File: config.mk
export PLATFORM = sky130hd
export DESIGN_NAME = priority_bandwidth_allocator
export DESIGN_NICKNAME = d
export VERILOG_FILES = /design/src/hw/rtl/pba_pkg.sv /design/src/hw/rtl/priority_bandwidth_allocator.sv /design/src/hw/rtl/pba_fifo.sv /design/src/hw/rtl/pba_front.sv /design/src/hw/rtl/pba_div.sv /design/src/hw/rtl/pba_back.sv
export SDC_FILE = /design/constraint.sdc
export NUM_CORES = 1
export LEC_CHECK = 0
export BUFFER_PORTS_ARGS = -buffer_cell sky130_fd_sc_hd__buf_2
export CORE_AREA = 2 2 172 342
export CTS_CLUSTER_SIZE = 8
export DETAILED_ROUTE_END_ITERATION = 10
export DIE_AREA = 0 0 174 344
export GPL_TIMING_DRIVEN = 0
export HOLD_SLACK_MARGIN = 0.1
export PLACE_DENSITY_LB_ADDON = 0.25
export SKIP_LAST_GASP = 1
export SYNTH_ARGS = -nofsm -noshare
export SYNTH_HDL_FRONTEND = slang
export SYNTH_SLANG_ARGS = --single-unit
File: constraint.sdc
create_clock -name clk_i -period 6.33 [get_ports clk_i]
set_input_delay 0.633 -clock clk_i [delete_from_list [all_inputs] [get_ports clk_i]]
set_output_delay 0.633 -clock clk_i [all_outputs]
set_load 0.01 [all_outputs]
File: src/hw/rtl/pba_pkg.sv
// Shared types and constants of the priority bandwidth allocator.
package pba_pkg;

  localparam int CAP_W = 16;
  localparam int RES_W = 10;
  localparam int PW_W = 4;
  localparam int PW_MAX = 15;
  localparam int ID_W = 8;
  localparam int DOWN_W = 20;
  localparam int RR_W = 8;
  localparam int CFG_IDX_W = 3;
  localparam int CFG_DATA_W = 16;
  localparam logic [RR_W-1:0] RR_MAX = '1;

  typedef enum logic [CFG_IDX_W-1:0] {
    CFG_DOWN_CAPACITY   = 3'd0,
    CFG_UP_CAPACITY     = 3'd1,
    CFG_AUDIO_RESERVE   = 3'd2,
    CFG_STREAM_CEILING  = 3'd3,
    CFG_PRIORITY_WEIGHT = 3'd4
  } cfg_idx_e;

  typedef struct packed {
    logic [CAP_W-1:0] down_capacity;
    logic [CAP_W-1:0] up_capacity;
    logic [RES_W-1:0] audio_reserve;
    logic [CAP_W-1:0] stream_ceiling;
    logic [PW_W-1:0]  priority_weight;
  } cfg_t;

  localparam cfg_t CFG_RESET = '{
    down_capacity:   16'd1300,
    up_capacity:     16'd250,
    audio_reserve:   10'd32,
    stream_ceiling:  16'd1300,
    priority_weight: 4'd2
  };

  typedef struct packed {
    logic [ID_W-1:0] call_id;
    logic            is_priority;
    logic            wants_video;
    logic            last_call;
  } call_in_t;

  typedef struct packed {
    logic [ID_W-1:0]   out_call_id;
    logic              seated;
    logic [DOWN_W-1:0] down_rate;
    logic [RES_W-1:0]  up_rate;
    logic [RR_W-1:0]   reroute_count;
    logic              prio_starved;
    logic              last_result;
  } result_t;

  // One stored call as kept in the call memory.
  typedef struct packed {
    logic            wants_video;
    logic            is_priority;
    logic [ID_W-1:0] call_id;
  } call_entry_t;

  // Beat handed from the front to the back through the queue.
  typedef struct packed {
    logic            last;
    logic            store;
    call_entry_t     entry;
    logic [RR_W-1:0] reroutes;
  } call_beat_t;

endpackage

File: src/hw/rtl/priority_bandwidth_allocator.sv
// Top level of the priority bandwidth allocator: configuration registers, front, queue and back.

// Calls of a set are taken one per cycle while busy is low; the call marked last closes the
// set and keeps busy high until its final result is out. Allocation then runs on the back
// end: seating reads and then updates each stored call in turn (the call memory has a
// registered read port), two divisions of the leftover down budget by the weight sum in a
// bit-serial divider with a 20 + FRAC_BITS bit numerator (skipped when no video share is due),
// and a read step and an output step per result. Each result is shown for exactly one cycle
// under result_strobe_o and cannot be held off.
module priority_bandwidth_allocator #(
  parameter int MAX_CALLS = 32,
  parameter int FRAC_BITS = 4
) (
  input  logic                                clk_i,
  input  logic                                rst_ni,
  input  logic                                start,
  output logic                                busy,
  input  pba_pkg::call_in_t                   call_i,
  input  logic                                cfg_we_i,
  input  logic [pba_pkg::CFG_IDX_W-1:0]       cfg_idx_i,
  input  logic [pba_pkg::CFG_DATA_W-1:0]      cfg_data_i,
  output logic                                result_strobe_o,
  output pba_pkg::result_t                    result_o
);
  import pba_pkg::*;

  cfg_t       cfg_q;
  call_beat_t push_beat, pop_beat;
  logic       push, pop, fifo_full, fifo_empty, set_done;

  always_ff @(posedge clk_i or negedge rst_ni) begin
    if (!rst_ni) begin
      cfg_q <= CFG_RESET;
    end else if (cfg_we_i) begin
      unique case (cfg_idx_e'(cfg_idx_i))
        CFG_DOWN_CAPACITY:   cfg_q.down_capacity   <= cfg_data_i;
        CFG_UP_CAPACITY:     cfg_q.up_capacity     <= cfg_data_i;
        CFG_AUDIO_RESERVE:   cfg_q.audio_reserve   <= cfg_data_i[RES_W-1:0];
        CFG_STREAM_CEILING:  cfg_q.stream_ceiling  <= cfg_data_i;
        CFG_PRIORITY_WEIGHT: cfg_q.priority_weight <= cfg_data_i[PW_W-1:0];
        default: begin
        end
      endcase
    end
  end

  pba_front #(
    .MAX_CALLS(MAX_CALLS)
  ) u_front (
    .clk_i      (clk_i),
    .rst_ni     (rst_ni),
    .start_i    (start),
    .call_i     (call_i),
    .fifo_full_i(fifo_full),
    .set_done_i (set_done),
    .busy_o     (busy),
    .push_o     (push),
    .beat_o     (push_beat)
  );

  pba_fifo u_fifo (
    .clk_i  (clk_i),
    .rst_ni (rst_ni),
    .push_i (push),
    .beat_i (push_beat),
    .pop_i  (pop),
    .beat_o (pop_beat),
    .full_o (fifo_full),
    .empty_o(fifo_empty)
  );

  pba_back #(
    .MAX_CALLS(MAX_CALLS),
    .FRAC_BITS(FRAC_BITS)
  ) u_back (
    .clk_i         (clk_i),
    .rst_ni        (rst_ni),
    .fifo_empty_i  (fifo_empty),
    .beat_i        (pop_beat),
    .cfg_i         (cfg_q),
    .fifo_pop_o    (pop),
    .set_done_o    (set_done),
    .result_valid_o(result_strobe_o),
    .result_o      (result_o)
  );

endmodule

File: src/hw/rtl/pba_fifo.sv
// Two-entry queue of call beats between the front and the back.
module pba_fifo (
  input  logic                clk_i,
  input  logic                rst_ni,
  input  logic                push_i,
  input  pba_pkg::call_beat_t beat_i,
  input  logic                pop_i,
  output pba_pkg::call_beat_t beat_o,
  output logic                full_o,
  output logic                empty_o
);
  import pba_pkg::*;

  call_beat_t entries_q [2];
  logic       wptr_q, rptr_q;
  logic [1:0] cnt_q;

  assign full_o  = (cnt_q == 2'd2);
  assign empty_o = (cnt_q == 2'd0);
  assign beat_o  = entries_q[rptr_q];

  always_ff @(posedge clk_i or negedge rst_ni) begin
    if (!rst_ni) begin
      wptr_q <= 1'b0;
      rptr_q <= 1'b0;
      cnt_q  <= 2'd0;
    end else begin
      if (push_i) begin
        wptr_q <= ~wptr_q;
      end
      if (pop_i) begin
        rptr_q <= ~rptr_q;
      end
      if (push_i && !pop_i) begin
        cnt_q <= cnt_q + 2'd1;
      end else if (pop_i && !push_i) begin
        cnt_q <= cnt_q - 2'd1;
      end
    end
  end

  always_ff @(posedge clk_i) begin
    if (push_i) begin
      entries_q[wptr_q] <= beat_i;
    end
  end

endmodule

File: src/hw/rtl/pba_front.sv
// Front end: accepts call beats, marks calls beyond the store size as not stored and queues every beat.
module pba_front #(
  parameter int MAX_CALLS = 32
) (
  input  logic                clk_i,
  input  logic                rst_ni,
  input  logic                start_i,
  input  pba_pkg::call_in_t   call_i,
  input  logic                fifo_full_i,
  input  logic                set_done_i,
  output logic                busy_o,
  output logic                push_o,
  output pba_pkg::call_beat_t beat_o
);
  import pba_pkg::*;

  localparam int CW = $clog2(MAX_CALLS + 1);

  logic [CW-1:0]   count_q, count_d;
  logic [RR_W-1:0] rr_q, rr_d, rr_next;
  logic            closed_q, closed_d;
  logic            store;

  assign busy_o  = closed_q | fifo_full_i;
  assign push_o  = start_i && !busy_o;
  assign store   = (count_q != CW'(MAX_CALLS));
  assign rr_next = (!store && rr_q != RR_MAX) ? rr_q + RR_W'(1) : rr_q;

  assign beat_o.last              = call_i.last_call;
  assign beat_o.store             = store;
  assign beat_o.entry.wants_video = call_i.wants_video;
  assign beat_o.entry.is_priority = call_i.is_priority;
  assign beat_o.entry.call_id     = call_i.call_id;
  assign beat_o.reroutes          = rr_next;

  // The set stays closed from its last call until the back has emitted every result.
  always_comb begin
    count_d  = count_q;
    rr_d     = rr_q;
    closed_d = closed_q;
    if (set_done_i) begin
      closed_d = 1'b0;
    end
    if (push_o) begin
      if (call_i.last_call) begin
        count_d  = '0;
        rr_d     = '0;
        closed_d = 1'b1;
      end else begin
        count_d = count_q + CW'(store);
        rr_d    = rr_next;
      end
    end
  end

  always_ff @(posedge clk_i or negedge rst_ni) begin
    if (!rst_ni) begin
      count_q  <= '0;
      rr_q     <= '0;
      closed_q <= 1'b0;
    end else begin
      count_q  <= count_d;
      rr_q     <= rr_d;
      closed_q <= closed_d;
    end
  end

endmodule

File: src/hw/rtl/pba_div.sv
// Restoring divider that produces one quotient bit per cycle.
module pba_div #(
  parameter int NUM_W = 24,
  parameter int DEN_W = 9
) (
  input  logic             clk_i,
  input  logic             rst_ni,
  input  logic             start_i,
  input  logic [NUM_W-1:0] num_i,
  input  logic [DEN_W-1:0] den_i,
  output logic             busy_o,
  output logic             done_o,
  output logic [NUM_W-1:0] quot_o
);

  localparam int CNT_W = $clog2(NUM_W + 1);

  logic [NUM_W-1:0] quot_q;
  logic [DEN_W-1:0] rem_q, den_q;
  logic [CNT_W-1:0] cnt_q;
  logic             busy_q, done_q;
  logic [DEN_W:0]   trial, diff;
  logic             ge;

  // The remainder stays below the divisor, so the shifted trial fits one extra bit.
  assign trial  = {rem_q, quot_q[NUM_W-1]};
  assign diff   = trial - {1'b0, den_q};
  assign ge     = (trial >= {1'b0, den_q});
  assign busy_o = busy_q;
  assign done_o = done_q;
  assign quot_o = quot_q;

  always_ff @(posedge clk_i or negedge rst_ni) begin
    if (!rst_ni) begin
      busy_q <= 1'b0;
      done_q <= 1'b0;
      cnt_q  <= '0;
    end else begin
      done_q <= 1'b0;
      if (start_i) begin
        busy_q <= 1'b1;
        cnt_q  <= CNT_W'(NUM_W);
      end else if (busy_q) begin
        cnt_q <= cnt_q - CNT_W'(1);
        if (cnt_q == CNT_W'(1)) begin
          busy_q <= 1'b0;
          done_q <= 1'b1;
        end
      end
    end
  end

  always_ff @(posedge clk_i) begin
    if (start_i) begin
      quot_q <= num_i;
      rem_q  <= '0;
      den_q  <= den_i;
    end else if (busy_q) begin
      quot_q <= {quot_q[NUM_W-2:0], ge};
      rem_q  <= ge ? diff[DEN_W-1:0] : trial[DEN_W-1:0];
    end
  end

endmodule

File: src/hw/rtl/pba_back.sv
// Back end: stores the calls of a set, seats them, splits the down budget and emits results.
module pba_back #(
  parameter int MAX_CALLS = 32,
  parameter int FRAC_BITS = 4
) (
  input  logic                clk_i,
  input  logic                rst_ni,
  input  logic                fifo_empty_i,
  input  pba_pkg::call_beat_t beat_i,
  input  pba_pkg::cfg_t       cfg_i,
  output logic                fifo_pop_o,
  output logic                set_done_o,
  output logic                result_valid_o,
  output pba_pkg::result_t    result_o
);
  import pba_pkg::*;

  localparam int CW = $clog2(MAX_CALLS + 1);
  localparam int IW = (MAX_CALLS > 1) ? $clog2(MAX_CALLS) : 1;
  localparam int WSW = $clog2(MAX_CALLS * PW_MAX + 1);
  localparam int CAPW = CAP_W + FRAC_BITS;
  localparam int NUM_W = CAPW + PW_W;
  localparam int SUMW = (CAPW + 1 > DOWN_W) ? CAPW + 1 : DOWN_W;
  localparam logic [CW-1:0] LAST_ADDR = CW'(MAX_CALLS - 1);

  typedef enum logic [9:0] {
    S_LOAD       = 10'b0000000001,
    S_SEAT_RD    = 10'b0000000010,
    S_SEAT_EX    = 10'b0000000100,
    S_DIV_N_GO   = 10'b0000001000,
    S_DIV_N_WAIT = 10'b0000010000,
    S_DIV_P_GO   = 10'b0000100000,
    S_DIV_P_WAIT = 10'b0001000000,
    S_EMIT_RD    = 10'b0010000000,
    S_EMIT_OUT   = 10'b0100000000,
    S_DONE       = 10'b1000000000
  } state_e;

  typedef struct packed {
    logic        seated;
    call_entry_t entry;
  } slot_t;

  state_e state_q, state_d;

  // Priority calls fill the memory upward from the bottom, normal calls downward from the
  // top, so both groups read back in arrival order.
  slot_t mem_q [MAX_CALLS];
  slot_t rd_q, mem_wdata;
  logic  mem_we;
  logic [IW-1:0] mem_waddr;

  logic [CW-1:0]    p_q, p_d, q_q, q_d, n_q, n_d, seq_q, seq_d;
  logic [CW-1:0]    p_inc, q_inc, load_addr_full, seq_addr_full, seq_next;
  logic [CAP_W-1:0] down_left_q, down_left_d, up_left_q, up_left_d;
  logic [WSW-1:0]   wsum_q, wsum_d;
  logic [RR_W-1:0]  rr_q, rr_d;
  logic             starved_q, starved_d;
  logic [CAPW-1:0]  share_n_q, share_n_d, share_p_q, share_p_d;
  logic             share_en_q, share_en_d;
  logic             res_valid_q, res_valid_d;
  result_t          res_q, res_d;

  logic [CAP_W-1:0] res_ext, ceil_diff;
  logic [CAPW-1:0]  cap, quot_capped, share_sel;
  logic [NUM_W-1:0] num_base, num_prio, div_num, div_quot;
  logic             div_start, div_busy, div_done;
  logic             fits;
  logic [SUMW-1:0]  down_full;

  assign p_inc = p_q + CW'(beat_i.store && beat_i.entry.is_priority);
  assign q_inc = q_q + CW'(beat_i.store && !beat_i.entry.is_priority);
  assign load_addr_full = beat_i.entry.is_priority ? p_q : LAST_ADDR - q_q;
  assign seq_addr_full  = (seq_q < p_q) ? seq_q : LAST_ADDR - (seq_q - p_q);
  assign seq_next = seq_q + CW'(1);

  assign res_ext   = CAP_W'(cfg_i.audio_reserve);
  assign ceil_diff = cfg_i.stream_ceiling - res_ext;
  assign cap       = (cfg_i.stream_ceiling > res_ext) ? (CAPW'(ceil_diff) << FRAC_BITS) : '0;
  assign fits      = (up_left_q >= res_ext) && (down_left_q >= res_ext);

  assign num_base    = NUM_W'(down_left_q) << FRAC_BITS;
  assign num_prio    = num_base * NUM_W'(cfg_i.priority_weight);
  assign quot_capped = (div_quot > NUM_W'(cap)) ? cap : div_quot[CAPW-1:0];

  assign share_sel = (rd_q.entry.wants_video && share_en_q)
                   ? (rd_q.entry.is_priority ? share_p_q : share_n_q) : '0;
  assign down_full = (SUMW'(cfg_i.audio_reserve) << FRAC_BITS) + SUMW'(share_sel);

  assign fifo_pop_o     = (state_q == S_LOAD) && !fifo_empty_i;
  assign set_done_o     = (state_q == S_DONE);
  assign result_valid_o = res_valid_q;
  assign result_o       = res_q;

  pba_div #(
    .NUM_W(NUM_W),
    .DEN_W(WSW)
  ) u_div (
    .clk_i  (clk_i),
    .rst_ni (rst_ni),
    .start_i(div_start),
    .num_i  (div_num),
    .den_i  (wsum_q),
    .busy_o (div_busy),
    .done_o (div_done),
    .quot_o (div_quot)
  );

  always_comb begin
    state_d     = state_q;
    p_d         = p_q;
    q_d         = q_q;
    n_d         = n_q;
    seq_d       = seq_q;
    down_left_d = down_left_q;
    up_left_d   = up_left_q;
    wsum_d      = wsum_q;
    rr_d        = rr_q;
    starved_d   = starved_q;
    share_n_d   = share_n_q;
    share_p_d   = share_p_q;
    share_en_d  = share_en_q;
    res_valid_d = 1'b0;
    res_d       = res_q;
    mem_we      = 1'b0;
    mem_waddr   = seq_addr_full[IW-1:0];
    mem_wdata   = rd_q;
    div_start   = 1'b0;
    div_num     = num_base;
    unique case (state_q)
      S_LOAD: begin
        if (!fifo_empty_i) begin
          p_d = p_inc;
          q_d = q_inc;
          if (beat_i.store) begin
            mem_we           = 1'b1;
            mem_waddr        = load_addr_full[IW-1:0];
            mem_wdata.seated = 1'b0;
            mem_wdata.entry  = beat_i.entry;
          end
          if (beat_i.last) begin
            n_d         = p_inc + q_inc;
            seq_d       = '0;
            down_left_d = cfg_i.down_capacity;
            up_left_d   = cfg_i.up_capacity;
            wsum_d      = '0;
            rr_d        = beat_i.reroutes;
            starved_d   = 1'b0;
            state_d     = (p_inc + q_inc == '0) ? S_DONE : S_SEAT_RD;
          end
        end
      end
      S_SEAT_RD: begin
        state_d = S_SEAT_EX;
      end
      S_SEAT_EX: begin
        mem_we           = 1'b1;
        mem_wdata.seated = fits;
        if (fits) begin
          up_left_d   = up_left_q - res_ext;
          down_left_d = down_left_q - res_ext;
          if (rd_q.entry.wants_video) begin
            wsum_d = wsum_q + (rd_q.entry.is_priority ? WSW'(cfg_i.priority_weight) : WSW'(1));
          end
        end else begin
          if (rr_q != RR_MAX) begin
            rr_d = rr_q + RR_W'(1);
          end
          if (rd_q.entry.is_priority) begin
            starved_d = 1'b1;
          end
        end
        seq_d   = seq_next;
        state_d = (seq_next == n_q) ? S_DIV_N_GO : S_SEAT_RD;
      end
      S_DIV_N_GO: begin
        seq_d = '0;
        if (wsum_q == '0 || down_left_q == '0) begin
          share_en_d = 1'b0;
          state_d    = S_EMIT_RD;
        end else begin
          share_en_d = 1'b1;
          div_start  = 1'b1;
          state_d    = S_DIV_N_WAIT;
        end
      end
      S_DIV_N_WAIT: begin
        if (div_done) begin
          share_n_d = quot_capped;
          state_d   = S_DIV_P_GO;
        end
      end
      S_DIV_P_GO: begin
        div_start = 1'b1;
        div_num   = num_prio;
        state_d   = S_DIV_P_WAIT;
      end
      S_DIV_P_WAIT: begin
        if (div_done) begin
          share_p_d = quot_capped;
          state_d   = S_EMIT_RD;
        end
      end
      S_EMIT_RD: begin
        state_d = S_EMIT_OUT;
      end
      S_EMIT_OUT: begin
        res_valid_d         = 1'b1;
        res_d.out_call_id   = rd_q.entry.call_id;
        res_d.seated        = rd_q.seated;
        res_d.down_rate     = rd_q.seated ? down_full[DOWN_W-1:0] : '0;
        res_d.up_rate       = rd_q.seated ? cfg_i.audio_reserve : '0;
        res_d.reroute_count = rr_q;
        res_d.prio_starved  = starved_q;
        res_d.last_result   = (seq_next == n_q);
        seq_d               = seq_next;
        state_d             = (seq_next == n_q) ? S_DONE : S_EMIT_RD;
      end
      S_DONE: begin
        p_d     = '0;
        q_d     = '0;
        state_d = S_LOAD;
      end
      default: begin
        state_d = S_LOAD;
      end
    endcase
  end

  always_ff @(posedge clk_i or negedge rst_ni) begin
    if (!rst_ni) begin
      state_q     <= S_LOAD;
      p_q         <= '0;
      q_q         <= '0;
      n_q         <= '0;
      seq_q       <= '0;
      res_valid_q <= 1'b0;
    end else begin
      state_q     <= state_d;
      p_q         <= p_d;
      q_q         <= q_d;
      n_q         <= n_d;
      seq_q       <= seq_d;
      res_valid_q <= res_valid_d;
    end
  end

  always_ff @(posedge clk_i) begin
    down_left_q <= down_left_d;
    up_left_q   <= up_left_d;
    wsum_q      <= wsum_d;
    rr_q        <= rr_d;
    starved_q   <= starved_d;
    share_n_q   <= share_n_d;
    share_p_q   <= share_p_d;
    share_en_q  <= share_en_d;
    res_q       <= res_d;
  end

  always_ff @(posedge clk_i) begin
    if (mem_we) begin
      mem_q[mem_waddr] <= mem_wdata;
    end
    rd_q <= mem_q[seq_addr_full[IW-1:0]];
  end

`ifndef NO_ASSERTIONS
  a_strobe_from_emit: assert property (@(posedge clk_i) disable iff (!rst_ni)
    result_valid_o |-> $past(state_q == S_EMIT_OUT))
    else $error("result strobe without an emit step");

  a_div_idle_at_start: assert property (@(posedge clk_i) disable iff (!rst_ni)
    div_start |-> !div_busy)
    else $error("divider started while busy");

  a_seq_in_set: assert property (@(posedge clk_i) disable iff (!rst_ni)
    (state_q == S_SEAT_EX || state_q == S_EMIT_OUT) |-> (seq_q < n_q))
    else $error("walk index beyond the set");

  a_last_closes_set: assert property (@(posedge clk_i) disable iff (!rst_ni)
    (result_valid_o && result_o.last_result) |-> (state_q == S_DONE))
    else $error("final result does not close the set");
`endif

endmodule
======== After elaboration in Yosys (flattened, before gate mapping) ========
Memories as Yosys holds them, arrays and structs flattened. A register that Yosys moved wholly into a read port is not among the register bits.
Index checks and enable logic that the tools add are counted.
storage, ports and cells
  ROM bits ................................ 0
  output and inout bits ................... 51
  logic and storage cells ................. 224
  bits in latches ......................... 0
  register bits ........................... 305
  memories ................................ 2
  RAM bits ................................ 392
  input port bits ......................... 34
cells by class
  bitwise operators ....................... 4
  $add $sub $neg .......................... 19
  multipliers ............................. 1
  mux-type cells .......................... 83
  shifts and indexed selects .............. 0
  $lt $le $gt $ge ......................... 6
  divide/modulo/power cells ............... 0
  reductions and logical operators ........ 42
  eq/ne operators ......................... 29
memories
  name              words  width  rd ports  clocked after memory_dff  write ports  RTL line        RTL
  u_back.mem_q      32     11     1         1                         1            pba_back.sv:48  slot_t mem_q [MAX_CALLS];
  u_fifo.entries_q  2      20     1         0                         1            pba_fifo.sv:14  call_beat_t entries_q [2];
operator list
  cell                   number
  $mux W16               6
  $pmux W10 S9           1
  $mux W20               4
  $mux W24               3
  $mux W10               7
  $pmux W16 S2           2
  $mux W8                7
  $sub A16 B10 Y16       3
  $mux W9                5
  $mux W5                7
  $ge A16 B10 Y1         2
  $mux W6                5
  $gt A24 B20 Y1         1
  $pmux W6 S2            2
  $mux W11               2
  $mux W1                21
  $add A14 B20 Y20       1
  $mul A16 B4 Y20        1
  $add A6 B1 Y6          3
  $pmux W6 S3            1
  $pmux W9 S2            1
  $add A8 B1 Y8 const B  2
  $gt A16 B10 Y1         1
  $logic_not A16 Y1      1
  other kinds (51)       95

======== Logic depth before layout (Yosys ltp) ========
An unclocked memory read counts as a cell.
  word-level depth ........................ 10
  mapped depth ............................ 23
  depth with buffers taken out ............ 20

======== Modules after synthesis ========
Synthesis repeated with hierarchy kept, for this count alone.
second synthesis, totals
  cell total of the unflattened synthesis .. 2777
  area, all modules ....................... 34914.7 µm²
modules (own cells, without submodules)
  module                        times used  area each (µm²)  seq. area each (µm²)  cells an instance
  pba_back                      1           27142.3          15871.5               2227
  pba_div                       1           2504.9           1346.3                199
  priority_bandwidth_allocator  1           2381.0           1571.5                134
  pba_fifo                      1           1707.9           1301.2                78
  pba_front                     1           1178.6           375.4                 139

======== Worst setup path before layout ========
OpenSTA, ideal clock, no wires.
  path type ............................... register to register
  from .................................... register cfg_q[20] (netlist name)
  to ...................................... register u_back.wsum_q[0], enable pin
  path slack .............................. 1.155 ns
  arrival time ............................ 4.839 ns
  required time ........................... 5.994 ns
  library setup time ...................... 0.336 ns
  buffers on the path ..................... 0
  cell stages (with the launch flop) ...... 11
  clock period less this slack ............ 5.175 ns
  path through ............................ dfrtp_1 ha_1 fa_1 nor2b_1 o21ai_0 a21boi_0 o21ai_0 a21oi_1 o22ai_1 o21ai_0 o21a_1
on the way
  longest elaborated chain between the ends .. 4
  elaborated cells on any way between the ends .. 5
  those cells by class .................... order compare: 2; eq/ne: 1; reduce/logical: 2
RTL lines
  element                                 RTL line                            RTL
  start: declaration                      priority_bandwidth_allocator.sv:27  cfg_t cfg_q;
  $ge A16 B10 Y1                          pba_back.sv:80                      assign fits = (up_left_q >= res_ext) && (down_left_q >= res_ext);
  $logic_and A1 B1 Y1 (*)                 pba_back.sv:80
  $ne A2 B1 Y1 (no source line) (*)       n/a
  $reduce_and A5 Y1 (no source line) (*)  n/a
  end signal: assignment                  pba_back.sv:251                     wsum_q <= wsum_d;
  end: declaration                        pba_back.sv:56                      logic [WSW-1:0] wsum_q, wsum_d;
Mark *: on every way between the ends. The rest lies on a longest branch, timed or not.
A chain may end at the register's enable or synchronous reset.

======== Final worst setup path ========
  from .................................... register cfg_q[21] (netlist name)
  to ...................................... register u_back.share_n_q[7], data pin
on the way
  longest elaborated chain between the ends .. 4
  elaborated cells on any way between the ends .. 5
  those cells by class .................... add/sub: 1; order compare: 2; mux: 2
RTL lines
  element                                                    RTL line                        RTL
  $sub A16 B10 Y16 / $gt A16 B10 Y1 (equally long branches)  pba_back.sv:78, pba_back.sv:79
  $mux W20 (*)                                               pba_back.sv:79                  assign cap = (cfg_i.stream_ceiling > res_ext) ? (CAPW'(ceil_diff) << FRAC_BITS) : '0;
  $gt A24 B20 Y1                                             pba_back.sv:84                  assign quot_capped = (div_quot > NUM_W'(cap)) ? cap : div_quot[CAPW-1:0];
  $mux W20 (*)                                               pba_back.sv:84
  net u_back.quot_capped[7]                                  pba_back.sv:65                  logic [CAPW-1:0] cap, quot_capped, share_sel;
  end signal: assignment                                     pba_back.sv:254                 share_n_q <= share_n_d;
  end: declaration                                           pba_back.sv:59                  logic [CAPW-1:0] share_n_q, share_n_d, share_p_q, share_p_d;
The timed path passes the listed nets; every way through them passes the cells marked *.

==> results.cfg <==
[synth]
synthDominantCellAreaShare_pct = 49.8
synth.net_count = 2996
synthXorXnorAreaFrac_pct = 2.91
count_of_flip_flops_with_a_built_in_enable_after_synthesis = 565
synth_top_cells_by_area = sky130_fd_sc_hd__edfxtp_1, sky130_fd_sc_hd__dfrtp_1, sky130_fd_sc_hd__nand2_1
synth-async-reset-ratio_pct = 17.4
synth.cell_area_mm2 = 0.0341
post_synth_simple_gate_area_pct = 12.2
yosysSeqAreaShare_pct = 60.1
synth.avg_cell_area_um2 = 12.1
synth_warnings = 0
synth-main-ff-cell = sky130_fd_sc_hd__edfxtp_1
netlist_instances = 2805
synth_seq_cells = 708
yosysTopAreaCell = sky130_fd_sc_hd__edfxtp_1
muxShareOfSynthArea_pct = 6.01
synth_unique_cells = 72
synth_top_family_by_area = simple AND/OR/NAND/NOR gates
synth_compound_area_share_pct = 9.22
synthAdderAreaFrac_pct = 6.56

[timing]
layout_min_cycle_time_ps = 5950
tightest_slew_ps = 1290
timing.fmax_mhz = 168
hold_viol = 0
final.period_utilization_pct = 94.0
final.setup.tns_ps = 0
timing.final.setup_violations = 0
timing_max_transition_violations_final = 0
slew-limit-headroom_pct = 13.3
fin_skew_ps = 49.7
rsz0062_at_grt = false

[die]
dieArea_mm2 = 0.0599
core.rowCount = 124
chipHeight_um = 344
floorplan.initialDensity_pct = 59.7
core-area_mm2 = 0.0571
io-pin-count = 85
die_width_um = 174

[worst_hold_path]
worst_hold_startpoint = call_i[1]
min_path_type = in -> reg

[global_routing]
antenna_found_initial = 3
grt.overflow.total = 0
grt_pass1_vias = 25200
grt_max_degree = 98
track_usage_pct = 33.0
grt_pass1_wl_um = 145000

[critical_path]
worst_r2r_startpoint = cfg_q[21]
critical_path.n_buffers_inverters = 4
crit_start = cfg_q[21]
kind_of_launch_point_of_the_worst_setup_path = flop
timing.critical_path.cells = inv_1, fa_1, a21oi_2, o21ai_1, a2111oi_2, o31ai_1, a2111oi_4, o21ai_2, clkbuf_1, nand2_1, ha_1, nor2b_1, o21ai_0, nand3b_1, a211oi_1, a21oi_1, clkbuf_2, buf_2, nand3_1, o21ai_0
critical_path_required_ps = 6640
worst_path_dominant_cell_family = compound AO/OA/AOI/OAI gates
crit_path_kind = reg -> reg
most_frequent_cell_on_the_critical_path = sky130_fd_sc_hd__o21ai_0
critical_path_arrival_ps = 6260
critical_path.endpoint_type = flop
worst_path_max_delay_cell = sky130_fd_sc_hd__dfrtp_2
critPathMaxStageDelay_ps = 590
crit_path_max_fanout = 10

[run]
max_cap_viol_count = 0

[clock_network]
path_clk_slew_ps = 50
htree_num_levels = 3
clockRootBuffer = sky130_fd_sc_hd__clkbuf_16
cts_tree = built
cts.path.max_buffers = 3
post-cts-setup-buffer-count = 0
clkSinkCount = 708
cts_made_buffers = 98
clock_insertion_delay_at_the_later_pin_of_the_skew_report_ps = 660

[placement]
hpwlAfterDp_um = 73800
portBuffers = 84
finalWeightedCongestion = 1.03

[drt]
drt_pass1_iterations = 6
wire_per_inst_um = 25.6
detail-route-antenna-nets = 0
detail_route.vias_per_cell = 6.21
vias_after_detailed_routing = 23900
drcViolationCount = 0
initialDrtViolationCount = 1809
drt_wl_total_um = 98200

[pwr]
design_power_total_mw = 22.5
leakage_nw = 14.9
power_density_mw_per_mm2 = 581
max-vdd-ir-drop_v = 0.000487

[cells_and_area]
fin_util_pct = 68.0
layout-drive-gt1-share_pct = 12.4
syn_to_final_growth_pct = 14.0
finish.net_count = 3203

[status]
status = complete, no violations
[metal layers]
layer / wire (um) / GRT usage (%) / vias to the layer above
li1: - / - / 10700
met1: 28900 / 28.2 / 11600
met2: 53100 / 62.7 / 1082
met3: 5090 / 5.51 / 467
met4: 11100 / 32.2 / 4
met5: 27 / 0 / -
[synth_stat cells (8+ instances only)]
| master | n |
|---|---|
| sky130_fd_sc_hd__a211oi_1 | 14 |
| sky130_fd_sc_hd__a21boi_0 | 9 |
| sky130_fd_sc_hd__a21o_1 | 29 |
| sky130_fd_sc_hd__a21oi_1 | 100 |
| sky130_fd_sc_hd__a22o_1 | 14 |
| sky130_fd_sc_hd__a31oi_1 | 29 |
| sky130_fd_sc_hd__a32oi_1 | 66 |
| sky130_fd_sc_hd__and2_1 | 50 |
| sky130_fd_sc_hd__and3_1 | 13 |
| sky130_fd_sc_hd__buf_1 | 8 |
| sky130_fd_sc_hd__buf_2 | 22 |
| sky130_fd_sc_hd__buf_4 | 11 |
| sky130_fd_sc_hd__clkbuf_1 | 77 |
| sky130_fd_sc_hd__dfrtp_1 | 106 |
| sky130_fd_sc_hd__dfstp_2 | 17 |
| sky130_fd_sc_hd__dfxtp_1 | 20 |
| sky130_fd_sc_hd__edfxtp_1 | 565 |
| sky130_fd_sc_hd__fa_1 | 36 |
| sky130_fd_sc_hd__ha_1 | 121 |
| sky130_fd_sc_hd__inv_1 | 128 |
| sky130_fd_sc_hd__mux2_2 | 67 |
| sky130_fd_sc_hd__mux2i_1 | 127 |
| sky130_fd_sc_hd__nand2_1 | 423 |
| sky130_fd_sc_hd__nand2b_1 | 20 |
| sky130_fd_sc_hd__nand3_1 | 96 |
| sky130_fd_sc_hd__nand3b_1 | 9 |
| sky130_fd_sc_hd__nand4_1 | 14 |
| sky130_fd_sc_hd__nor2_1 | 125 |
| sky130_fd_sc_hd__nor2b_1 | 31 |
| sky130_fd_sc_hd__nor3_1 | 40 |
| sky130_fd_sc_hd__nor4_1 | 32 |
| sky130_fd_sc_hd__o21a_1 | 12 |
| sky130_fd_sc_hd__o21ai_0 | 141 |
| sky130_fd_sc_hd__o22ai_1 | 9 |
| sky130_fd_sc_hd__o31ai_1 | 17 |
| sky130_fd_sc_hd__or2_2 | 9 |
| sky130_fd_sc_hd__or3_1 | 9 |
| sky130_fd_sc_hd__or4_1 | 8 |
| sky130_fd_sc_hd__xnor2_1 | 68 |
| sky130_fd_sc_hd__xor2_1 | 45 |
[registers in the layout (all words and copies together), names as in the netlist, 8 cells and up]
| signal | flops |
|---|---|
| u_fifo.entries_q | 40 |
| u_back.u_div.den_q | 9 |
| u_back.rr_q | 8 |
| u_back.rd_q | 11 |
| u_back.down_left_q | 16 |
| cfg_q | 62 |
| u_front.rr_q | 8 |
| u_back.u_div.quot_o | 24 |
| u_back.up_left_q | 16 |
| u_back.share_n_q | 20 |
| u_back.result_o | 49 |
| u_back.u_div.rem_q | 9 |
| u_back.mem_q | 352 |
| u_back.state_q | 10 |
| u_back.share_p_q | 20 |
| u_back.wsum_q | 9 |
[cell type report]
class | instances | area, um2
inverter | 130 | 488
buffer | 119 | 526
clock buffer | 164 | 2720
antenna | 2 | 5.00
clock inverter | 6 | 135
tap | 756 | 946
fill | 4179 | 18300
multi-input combinational | 1848 | 12800
sequential | 708 | 20500
timing repair buffer | 107 | 793
[final timing paths]
kind / to / slack (ps) / depth (start not counted)
setup / recovery: u_back.share_n_q[7] / 380 / 20
hold / removal: u_fifo.entries_q[1][17] / 170 / 1
setup reg to reg: u_back.share_n_q[7] / 380 / 20
hold reg to reg: u_back.result_o[1] / 440 / 0
max in group asynchronous: cfg_q[1] / 5030 / 3
min in group asynchronous: u_front.rr_q[4] / 420 / 2
[power breakdown]
part	total [mW]	internal (mW)	switching (mW)
Clock	4.89	2.94	1.95
Combinational	10.4	3.34	7.06
Sequential	7.27	6.72	0.541
Total	22.5	13.0	9.54
[cell families after synthesis]
group,Yosys count
simple gates,899
buf+inv,249
fa+ha+maj,157
flops,708
mux,195
compound gates,484
xor+xnor,113
[metrics by stage]
step           worst slack, ps  hold slack (ps)  instance area [um2]  std cells
5_1_grt                    106              155                38800       3838
2_1_floorplan             1150              337                34100       2805
4_1_cts                   86.6              147                38800       3838
3_5_place_dp             -95.8              430                35900       3667
6_report                   380              167                38800       3840
3_3_place_gp             -1500              423                35400       3645
[timing repair]
action	CTS	global route
hold buffers	1	0
endpoints found under the setup margin	18	32
hold endpoints to repair	26	0
resized for setup	1	4
[cells in the final DEF (no fill, tap or decap), types with 20 or more instances in the layout]
cell and instances:
sky130_fd_sc_hd__a21o_1 29, sky130_fd_sc_hd__a21oi_1 100, sky130_fd_sc_hd__a31oi_1 29, sky130_fd_sc_hd__a32oi_1 66, sky130_fd_sc_hd__and2_1 50, sky130_fd_sc_hd__buf_2 106
sky130_fd_sc_hd__clkbuf_1 141, sky130_fd_sc_hd__clkbuf_16 99, sky130_fd_sc_hd__dfrtp_1 105, sky130_fd_sc_hd__dfxtp_1 20, sky130_fd_sc_hd__edfxtp_1 565, sky130_fd_sc_hd__fa_1 36
sky130_fd_sc_hd__ha_1 121, sky130_fd_sc_hd__inv_1 127, sky130_fd_sc_hd__mux2_2 67, sky130_fd_sc_hd__mux2i_1 127, sky130_fd_sc_hd__nand2_1 423, sky130_fd_sc_hd__nand2b_1 20
sky130_fd_sc_hd__nand3_1 96, sky130_fd_sc_hd__nor2_1 123, sky130_fd_sc_hd__nor2b_1 31, sky130_fd_sc_hd__nor3_1 31, sky130_fd_sc_hd__nor4_1 32, sky130_fd_sc_hd__o21ai_0 129
sky130_fd_sc_hd__xnor2_1 68, sky130_fd_sc_hd__xor2_1 45
Note: power is estimated with default switching activity, not from simulation.
